===== config.mk =====
export PLATFORM = sky130hd
export DESIGN_NAME = encoder_odometry_kalman_core
export DESIGN_NICKNAME = d
export VERILOG_FILES = /design/src/sv/eok_pkg.sv /design/src/sv/encoder_odometry_kalman_core.sv
export SDC_FILE = /design/constraint.sdc
export NUM_CORES = 2
export LEC_CHECK = 0
export ABC_CLOCK_PERIOD_IN_PS = 20500
export BUFFER_PORTS_ARGS = -buffer_cell sky130_fd_sc_hd__buf_2
export CAP_MARGIN = 10
export CORE_MARGIN = 5
export CORE_UTILIZATION = 55
export DETAILED_ROUTE_END_ITERATION = 6
export PLACE_DENSITY = 0.68
export SLEW_MARGIN = 20
export SYNTH_ARGS = -nofsm -noshare
export SYNTH_HDL_FRONTEND = slang
export SYNTH_SLANG_ARGS = --single-unit

===== constraint.sdc =====
create_clock -name clock -period 20.5 [get_ports clock]
set_input_delay 4.1 -clock clock [delete_from_list [all_inputs] [get_ports clock]]
set_output_delay 4.1 -clock clock [all_outputs]
set_load 0.02 [all_outputs]

===== src/sv/eok_pkg.sv =====
// ----------------------------------------------------------------------------
// eok_pkg
// codes and fixed constants of the encoder odometry core
// ----------------------------------------------------------------------------
package eok_pkg;

   // transaction kinds
   localparam logic [1:0] KIND_START  = 2'd0;
   localparam logic [1:0] KIND_UPDATE = 2'd1;
   localparam logic [1:0] KIND_CLEAR  = 2'd2;
   localparam logic [1:0] KIND_NONE   = 2'd3;

   // register indexes
   localparam logic [1:0] REG_REVERSE = 2'd0;
   localparam logic [1:0] REG_GEAR    = 2'd1;
   localparam logic [1:0] REG_CIRC    = 2'd2;

   // microseconds per second
   localparam logic [19:0] US_PER_SEC = 20'd1000000;

   // register reset values
   localparam logic [23:0] GEAR_RESET = 24'h010000;
   localparam logic [31:0] CIRC_RESET = 32'h00010000;

endpackage


===== src/sv/encoder_odometry_kalman_core.sv =====
// start, clear and other non-update transactions go from idle straight to the done state
// an update makes speed, gain and distance divider passes, only the distance pass if dt is 0
// throughput: one transaction at a time, the input stalls until the result is loaded
// the update work is done by one shared restoring divider, one bit per cycle
// reset (synchronous): state, estimate, variance and distance are zero, gear and
// circumference are 1.0, forward direction
// ----------------------------------------------------------------------------
// encoder_odometry_kalman_core
// encoder angle to speed and distance, with scalar kalman smoothing of the speed,
// built around one shared multiplier and one iterative divider
// ----------------------------------------------------------------------------
module encoder_odometry_kalman_core import eok_pkg::*; #(
   parameter int ANGLE_BITS = 12,
   parameter int FRAC_BITS  = 16
) (
   input  logic                        clock,
   input  logic                        reset,
   input  logic                        req_valid,
   output logic                        req_stall,
   input  logic [1:0]                  req_kind,
   input  logic [ANGLE_BITS-1:0]       req_raw_angle,
   input  logic [31:0]                 req_time_us,
   output logic                        rsp_valid,
   input  logic                        rsp_stall,
   output logic signed [31:0]          rsp_speed_rps,
   output logic signed [47:0]          rsp_distance,
   output logic signed [ANGLE_BITS:0]  rsp_angle_step,
   output logic                        rsp_zero_interval,
   input  logic                        csr_we,
   input  logic [1:0]                  csr_index,
   input  logic [31:0]                 csr_wdata
);

   localparam int NW  = ANGLE_BITS + 32 + FRAC_BITS;
   localparam int DVW = 33;
   localparam int MAW = 33;
   localparam int MBW = (FRAC_BITS + 1 > ANGLE_BITS) ? FRAC_BITS + 1 : ANGLE_BITS;
   localparam int PW  = MAW + MBW;
   localparam int CW  = $clog2(NW);
   localparam int SW  = ANGLE_BITS + 1;

   localparam logic [DVW-1:0] R_Q = DVW'(50 * (2 ** FRAC_BITS));
   localparam logic [32:0] Q_Q = 33'(((2 ** FRAC_BITS) + 5) / 10);
   localparam logic [FRAC_BITS:0] ONE_Q = {1'b1, {FRAC_BITS{1'b0}}};
   localparam logic signed [SW:0] HALF_S = (SW+1)'(2 ** (ANGLE_BITS - 1));
   localparam logic signed [SW:0] FULL_S = (SW+1)'(2 ** ANGLE_BITS);

   typedef enum logic [2:0] {
      ST_IDLE, ST_MUL_SPD, ST_DIVIDE, ST_DIV_END,
      ST_MUL_ADJ, ST_MUL_P, ST_MUL_DST, ST_DONE
   } state_type;

   typedef enum logic [1:0] {OP_SPD, OP_KAL, OP_DST} op_type;

   state_type state_ff, state_in;
   op_type    op_ff, op_in;

   logic                  reverse_ff, reverse_in;
   logic [23:0]           gear_ff, gear_in;
   logic [31:0]           circ_ff, circ_in;
   logic [ANGLE_BITS-1:0] last_angle_ff, last_angle_in;
   logic [31:0]           last_time_ff, last_time_in;
   logic signed [47:0]    dist_ff, dist_in;
   logic signed [31:0]    est_ff, est_in;
   logic [31:0]           p_ff, p_in;
   logic                  rsp_valid_ff, rsp_valid_in;

   logic signed [SW-1:0]  step_ff, step_in;
   logic [ANGLE_BITS-1:0] mag_ff, mag_in;
   logic                  neg_ff, neg_in;
   logic [ANGLE_BITS-1:0] ang_ff, ang_in;
   logic [31:0]           now_ff, now_in;
   logic                  zflag_ff, zflag_in;
   logic signed [31:0]    u_ff, u_in;
   logic [FRAC_BITS:0]    k_ff, k_in;
   logic [NW-1:0]         quot_ff, quot_in;
   logic [DVW-1:0]        rem_ff, rem_in;
   logic [DVW-1:0]        div_ff, div_in;
   logic [CW-1:0]         cnt_ff, cnt_in;

   logic signed [31:0]    rsp_speed_ff, rsp_speed_in;
   logic signed [47:0]    rsp_dist_ff, rsp_dist_in;
   logic signed [SW-1:0]  rsp_step_ff, rsp_step_in;
   logic                  rsp_zero_ff, rsp_zero_in;

   // shared multiplier
   logic [MAW-1:0] mul_a;
   logic [MBW-1:0] mul_b;
   logic [PW-1:0]  prod;

   // divider step
   logic [DVW:0]   shifted;
   logic           div_ge;
   logic [DVW:0]   div_sub;

   // step unwrap
   logic signed [SW:0]   raw_diff;
   logic signed [SW:0]   unwrap;
   logic signed [SW-1:0] s_w;
   logic signed [SW-1:0] s_abs;
   logic [31:0]          dt;

   // post-processing
   logic [NW-1:0]        q_shift;
   logic signed [32:0]   diff;
   logic [32:0]          dmag;
   logic [32:0]          adj;
   logic signed [33:0]   est_sum;
   logic [32:0]          np;
   logic [47:0]          res48;
   logic signed [49:0]   delta;
   logic signed [49:0]   dist_sum;

   assign req_stall         = (state_ff != ST_IDLE);
   assign rsp_valid         = rsp_valid_ff;
   assign rsp_speed_rps     = rsp_speed_ff;
   assign rsp_distance      = rsp_dist_ff;
   assign rsp_angle_step    = rsp_step_ff;
   assign rsp_zero_interval = rsp_zero_ff;

   always_comb begin
      raw_diff = $signed({2'b00, req_raw_angle}) - $signed({2'b00, last_angle_ff});
      if (raw_diff > HALF_S) begin
         unwrap = raw_diff - FULL_S;
      end else if (raw_diff < -HALF_S) begin
         unwrap = raw_diff + FULL_S;
      end else begin
         unwrap = raw_diff;
      end
      s_w   = reverse_ff ? -unwrap[SW-1:0] : unwrap[SW-1:0];
      s_abs = s_w[SW-1] ? -s_w : s_w;
      dt    = req_time_us - last_time_ff;
   end

   always_comb begin
      unique case (state_ff)
         ST_MUL_SPD: begin
            mul_a = MAW'(US_PER_SEC);
            mul_b = MBW'(mag_ff);
         end
         ST_MUL_ADJ: begin
            mul_a = dmag;
            mul_b = MBW'(k_ff);
         end
         ST_MUL_P: begin
            mul_a = MAW'(p_ff);
            mul_b = MBW'(ONE_Q - k_ff);
         end
         default: begin
            mul_a = MAW'(circ_ff);
            mul_b = MBW'(mag_ff);
         end
      endcase
      prod = PW'(mul_a) * PW'(mul_b);
   end

   always_comb begin
      shifted = {rem_ff, quot_ff[NW-1]};
      div_ge  = (shifted >= {1'b0, div_ff});
      div_sub = shifted - {1'b0, div_ff};
      diff    = $signed({u_ff[31], u_ff}) - $signed({est_ff[31], est_ff});
      dmag    = diff[32] ? 33'(-diff) : 33'(diff);
      adj     = prod[FRAC_BITS +: 33];
      est_sum = $signed({{2{est_ff[31]}}, est_ff})
              + (diff[32] ? -$signed({1'b0, adj}) : $signed({1'b0, adj}));
      np      = prod[FRAC_BITS +: 33] + Q_Q;
      q_shift = quot_ff >> ANGLE_BITS;
      res48   = q_shift[47:0];
      delta   = neg_ff ? -$signed({2'b00, res48}) : $signed({2'b00, res48});
      dist_sum = $signed({{2{dist_ff[47]}}, dist_ff}) + delta;
   end

   always_comb begin
      state_in      = state_ff;
      op_in         = op_ff;
      reverse_in    = reverse_ff;
      gear_in       = gear_ff;
      circ_in       = circ_ff;
      last_angle_in = last_angle_ff;
      last_time_in  = last_time_ff;
      dist_in       = dist_ff;
      est_in        = est_ff;
      p_in          = p_ff;
      rsp_valid_in  = rsp_valid_ff;
      step_in       = step_ff;
      mag_in        = mag_ff;
      neg_in        = neg_ff;
      ang_in        = ang_ff;
      now_in        = now_ff;
      zflag_in      = zflag_ff;
      u_in          = u_ff;
      k_in          = k_ff;
      quot_in       = quot_ff;
      rem_in        = rem_ff;
      div_in        = div_ff;
      cnt_in        = cnt_ff;
      rsp_speed_in  = rsp_speed_ff;
      rsp_dist_in   = rsp_dist_ff;
      rsp_step_in   = rsp_step_ff;
      rsp_zero_in   = rsp_zero_ff;

      if (rsp_valid_ff && !rsp_stall) begin
         rsp_valid_in = 1'b0;
      end

      if (csr_we) begin
         unique case (csr_index)
            REG_REVERSE: reverse_in = csr_wdata[0];
            REG_GEAR:    gear_in    = csr_wdata[23:0];
            REG_CIRC:    circ_in    = csr_wdata;
            default:     ;
         endcase
      end

      unique case (state_ff)
         ST_IDLE: begin
            if (req_valid) begin
               ang_in   = req_raw_angle;
               now_in   = req_time_us;
               step_in  = '0;
               zflag_in = 1'b0;
               state_in = ST_DONE;
               unique case (req_kind)
                  KIND_START: begin
                     last_angle_in = req_raw_angle;
                     last_time_in  = req_time_us;
                  end
                  KIND_CLEAR: begin
                     dist_in = '0;
                  end
                  KIND_UPDATE: begin
                     step_in = unwrap[SW-1:0];
                     mag_in  = s_abs[ANGLE_BITS-1:0];
                     neg_in  = s_w[SW-1];
                     div_in  = DVW'(dt);
                     if (dt == 32'd0) begin
                        zflag_in = 1'b1;
                        state_in = ST_MUL_DST;
                     end else begin
                        state_in = ST_MUL_SPD;
                     end
                  end
                  default: ;
               endcase
            end
         end
         ST_MUL_SPD: begin
            quot_in  = NW'(prod) << FRAC_BITS;
            rem_in   = '0;
            cnt_in   = CW'(NW - 1);
            op_in    = OP_SPD;
            state_in = ST_DIVIDE;
         end
         ST_DIVIDE: begin
            quot_in = {quot_ff[NW-2:0], div_ge};
            rem_in  = div_ge ? div_sub[DVW-1:0] : shifted[DVW-1:0];
            if (cnt_ff == '0) begin
               state_in = ST_DIV_END;
            end else begin
               cnt_in = cnt_ff - 1'b1;
            end
         end
         ST_DIV_END: begin
            unique case (op_ff)
               OP_SPD: begin
                  if (!neg_ff) begin
                     u_in = (q_shift > NW'(32'h7fffffff)) ? 32'sh7fffffff
                                                          : $signed(q_shift[31:0]);
                  end else begin
                     u_in = (q_shift > NW'(32'h80000000)) ? 32'sh80000000
                                                          : -$signed(q_shift[31:0]);
                  end
                  quot_in  = NW'(p_ff) << FRAC_BITS;
                  rem_in   = '0;
                  div_in   = DVW'(p_ff) + R_Q;
                  cnt_in   = CW'(NW - 1);
                  op_in    = OP_KAL;
                  state_in = ST_DIVIDE;
               end
               OP_KAL: begin
                  k_in     = quot_ff[FRAC_BITS:0];
                  state_in = ST_MUL_ADJ;
               end
               default: begin
                  if (dist_sum > 50'sh007fffffffffff) begin
                     dist_in = 48'sh7fffffffffff;
                  end else if (dist_sum < -50'sh00800000000000) begin
                     dist_in = 48'sh800000000000;
                  end else begin
                     dist_in = dist_sum[47:0];
                  end
                  last_angle_in = ang_ff;
                  last_time_in  = now_ff;
                  state_in      = ST_DONE;
               end
            endcase
         end
         ST_MUL_ADJ: begin
            if (est_sum > 34'sd2147483647) begin
               est_in = 32'sh7fffffff;
            end else if (est_sum < -34'sd2147483648) begin
               est_in = 32'sh80000000;
            end else begin
               est_in = est_sum[31:0];
            end
            state_in = ST_MUL_P;
         end
         ST_MUL_P: begin
            p_in     = np[32] ? 32'hffffffff : np[31:0];
            state_in = ST_MUL_DST;
         end
         ST_MUL_DST: begin
            quot_in  = NW'(prod) << FRAC_BITS;
            rem_in   = '0;
            div_in   = (gear_ff == 24'd0) ? DVW'(1) : DVW'(gear_ff);
            cnt_in   = CW'(NW - 1);
            op_in    = OP_DST;
            state_in = ST_DIVIDE;
         end
         ST_DONE: begin
            if (!rsp_valid_ff || !rsp_stall) begin
               rsp_valid_in = 1'b1;
               rsp_speed_in = est_ff;
               rsp_dist_in  = dist_ff;
               rsp_step_in  = step_ff;
               rsp_zero_in  = zflag_ff;
               state_in     = ST_IDLE;
            end
         end
         default: state_in = ST_IDLE;
      endcase
   end

   always_ff @(posedge clock) begin
      if (reset) begin
         state_ff      <= ST_IDLE;
         op_ff         <= OP_SPD;
         reverse_ff    <= 1'b0;
         gear_ff       <= GEAR_RESET;
         circ_ff       <= CIRC_RESET;
         last_angle_ff <= '0;
         last_time_ff  <= '0;
         dist_ff       <= '0;
         est_ff        <= '0;
         p_ff          <= '0;
         rsp_valid_ff  <= 1'b0;
         cnt_ff        <= '0;
      end else begin
         state_ff      <= state_in;
         op_ff         <= op_in;
         reverse_ff    <= reverse_in;
         gear_ff       <= gear_in;
         circ_ff       <= circ_in;
         last_angle_ff <= last_angle_in;
         last_time_ff  <= last_time_in;
         dist_ff       <= dist_in;
         est_ff        <= est_in;
         p_ff          <= p_in;
         rsp_valid_ff  <= rsp_valid_in;
         cnt_ff        <= cnt_in;
      end
      step_ff      <= step_in;
      mag_ff       <= mag_in;
      neg_ff       <= neg_in;
      ang_ff       <= ang_in;
      now_ff       <= now_in;
      zflag_ff     <= zflag_in;
      u_ff         <= u_in;
      k_ff         <= k_in;
      quot_ff      <= quot_in;
      rem_ff       <= rem_in;
      div_ff       <= div_in;
      rsp_speed_ff <= rsp_speed_in;
      rsp_dist_ff  <= rsp_dist_in;
      rsp_step_ff  <= rsp_step_in;
      rsp_zero_ff  <= rsp_zero_in;
   end

endmodule


==> impl_metrics.ini <==
[synth]
mappedNetlistArea_sq_um = 54660
syn_nets = 7120
synth.area.top_cells = sky130_fd_sc_hd__edfxtp_1 19%, sky130_fd_sc_hd__fa_1 17%, sky130_fd_sc_hd__dfxtp_1 8.2%, sky130_fd_sc_hd__ha_1 7.3%, sky130_fd_sc_hd__nand2_1 6.3%
synth_top_cell_area_share = 0.1868
register_area_share_after_synthesis = 0.2692
avgSynthCellArea_sq_um = 8.752
synth_area_leader_cell = sky130_fd_sc_hd__edfxtp_1
ys.flop_type = sky130_fd_sc_hd__edfxtp_1
synth_enable_flop_cells = 340
postSynth.asyncResetShare = 0
synthesis_stage_register_bit_count = 565
yosysUniqueCellTypes = 93
syn-instance-count = 6245
synth_warnings = 0

[outcome]
outcome = finished with violations
violated_checks = DRC

[die]
floorplan.die.height_um = 325.2
start_util = 0.5545
die_width_um = 325.2
design.die.area_sq_um = 105800
placeableCoreArea_sq_um = 98560
num_rows = 115
io_pins = 181

[sta]
worst_slew_margin_rel = 0.2158
timing.final.hold_violations = 0
unrepaired_setup_endpoints_after_global_routing = false
maxSlewViolCount = 0
finalCritPeriodShare = 0.8818
max_clock_freq_mhz = 55.32
final-setup-viol-count = 0
finalClockSkew_ns = 0.03339
max_slew.worst_pin.slew_ns = 1.168
totalNegativeSetupSlack_ns = 0
fin_crit_ns = 18.08

[grt]
grt_pass1_vias = 45640
grt_usage = 0.3382
grt_first_pass_wirelength_mm = 278.4
grt_antenna_before_repair = 14
grt_start_max_net_pins = 94
grt.overflow.total = 0

[finish]
finish.net_count = 7184
final_core_util = 0.6038
multi_input_area_sq_um = 36380
fill_cells = 8790
mostFrequentLayoutCell = sky130_fd_sc_hd__nand2_1
final_cell_mix = 916 x sky130_fd_sc_hd__nand2_1, 728 x sky130_fd_sc_hd__inv_1, 469 x sky130_fd_sc_hd__fa_1
layout-drive-gt1-share = 0.08392
synthesis_to_layout_area_growth_pct = 8.880
seq_area_sq_um = 14720

[route]
via_count = 47620
first_pass_iters = 7
drt-total-wl_mm = 183.5
remaining_number_of_nets_flagged_by_the_antenna_check_after_routing = 0
detail_route.drc_violations = 14
wire_per_inst_um = 23.97
dr.first_iter.drc_count = 5361
average_vias_per_placed_instance = 6.219

[critical_path]
critPathBufInv = 11
timing.critical_path.mode_cell = sky130_fd_sc_hd__inv_1
highest_net_fanout_along_the_worst_path = 46
worst-endpoint-required_ns = 21.00
critical_path.slowest_cell = sky130_fd_sc_hd__o21ai_1
crit_path_max_incr_delay_ns = 0.92
critPathCaptureType = flip-flop
worstSetupPathType = reg -> reg
path_delay_family = compound AO/OA/AOI/OAI gates
timing.critical_path.arrival_ns = 18.57
crit_path_start_kind = flip-flop

[clock_tree]
postCtsSetupRepairBufs = 0
cts_hold_buf = 0
cts-htree-levels = 3
cts_tree = done
cts_made_buffers = 68
post_cts_resize_count = 0
clock-root-buffer = sky130_fd_sc_hd__clkbuf_16
worst_skew_pair.late_latency_ns = 0.66
cts-root-to-sink-buffers = 3
path_clk_slew_ns = 0.06
clock_sinks = 565

[job]
drv.max_cap_violation_count = 0

[placed_design]
routabilityCongestion = 1.032
dp_hpwl_mm = 141.3
io_buffers = 180

[hold_path]
hold_crit_path_type = reg -> reg
-- final cells by class --
type | count | area share
multi-input combinational | 4656 | 0.6113
clock inverter | 27 | 0.006455
antenna | 7 | 0.0002944
timing repair buffer | 287 | 0.02878
inverter | 731 | 0.04613
sequential | 565 | 0.2473
tap | 1287 | 0.02706
clock buffer | 97 | 0.03263
-- logic make-up (layout without fill, tap and decap cells) --
logic type               Yosys count  after routing  share of synthesized area
AND/OR/NAND/NOR                 2029           2029                     0.1698
XOR/XNOR                         362            362                    0.05815
flip-flops                       565            565                     0.2692
buffers and inverters           1024           1142                    0.07092
multiplexers                      31             31                   0.005746
other                              0              7                          0
AO/OA/AOI/OAI                   1444           1444                     0.1809
adder cells (fa/ha/maj)          790            790                     0.2453
-- per-stage QoR --
stage	hold slack, ns	cells	cell area (sq um)	setup WS [ns]
6_report	0.4167	7657	59510	2.422
3_5_place_dp	0.4054	7526	57150	2.942
2_1_floorplan	0.4003	6245	54660	6.282
5_1_grt	0.4186	7650	59490	1.544
3_3_place_gp	0.4041	7525	57140	2.693
4_1_cts	0.4173	7650	59480	2.841
-- Yosys cell counts (all sizes together) (120+ instances only) --
library cell / count
o21ai: 262
fa: 469
and2: 162
ha: 321
edfxtp: 340
a21o: 120
nor2: 425
xnor2: 237
inv: 731
a21oi: 321
clkbuf: 257
dfxtp: 225
xor2: 125
nand2: 918
-- state kept, by name, indices dropped and copies added (netlist names), 3 cells and up --
name / flops
u_ff: 32
cnt_ff: 6
rsp_speed_rps: 32
ang_ff: 12
circ_ff: 32
k_ff: 17
step_ff: 13
p_ff: 32
est_ff: 32
rsp_angle_step: 13
rsp_distance: 48
last_time_ff: 32
now_ff: 32
dist_ff: 48
state_ff: 3
mag_ff: 12
div_ff: 33
rem_ff: 33
last_angle_ff: 12
gear_ff: 24
quot_ff: 60
-- metal layers --
metal | GRT usage | share of wire
met1 | 0.4684 | 0.41
met2 | 0.5188 | 0.44
met3 | 0.07995 | 0.10
met4 | 0.1279 | 0.044
met5 | 0 | 0.00047
-- final timing paths --
check                           slack (ns)  depth (start not counted)              startpoint                          end
worst min register to register        0.42                          0  zflag_ff$_SDFFCE_PN0P_  rsp_zero_interval$_DFFE_PP_
worst max-delay path                  2.42                         59  est_ff[2]$_SDFFE_PP0P_      est_ff[20]$_SDFFE_PP0P_
worst max register to register        2.42                         59  est_ff[2]$_SDFFE_PP0P_      est_ff[20]$_SDFFE_PP0P_
worst min-delay path                  0.42                          0  zflag_ff$_SDFFCE_PN0P_  rsp_zero_interval$_DFFE_PP_
Power is not shown: default switching activity piles up to over one toggle a cycle in this logic, so the estimate is an artifact.
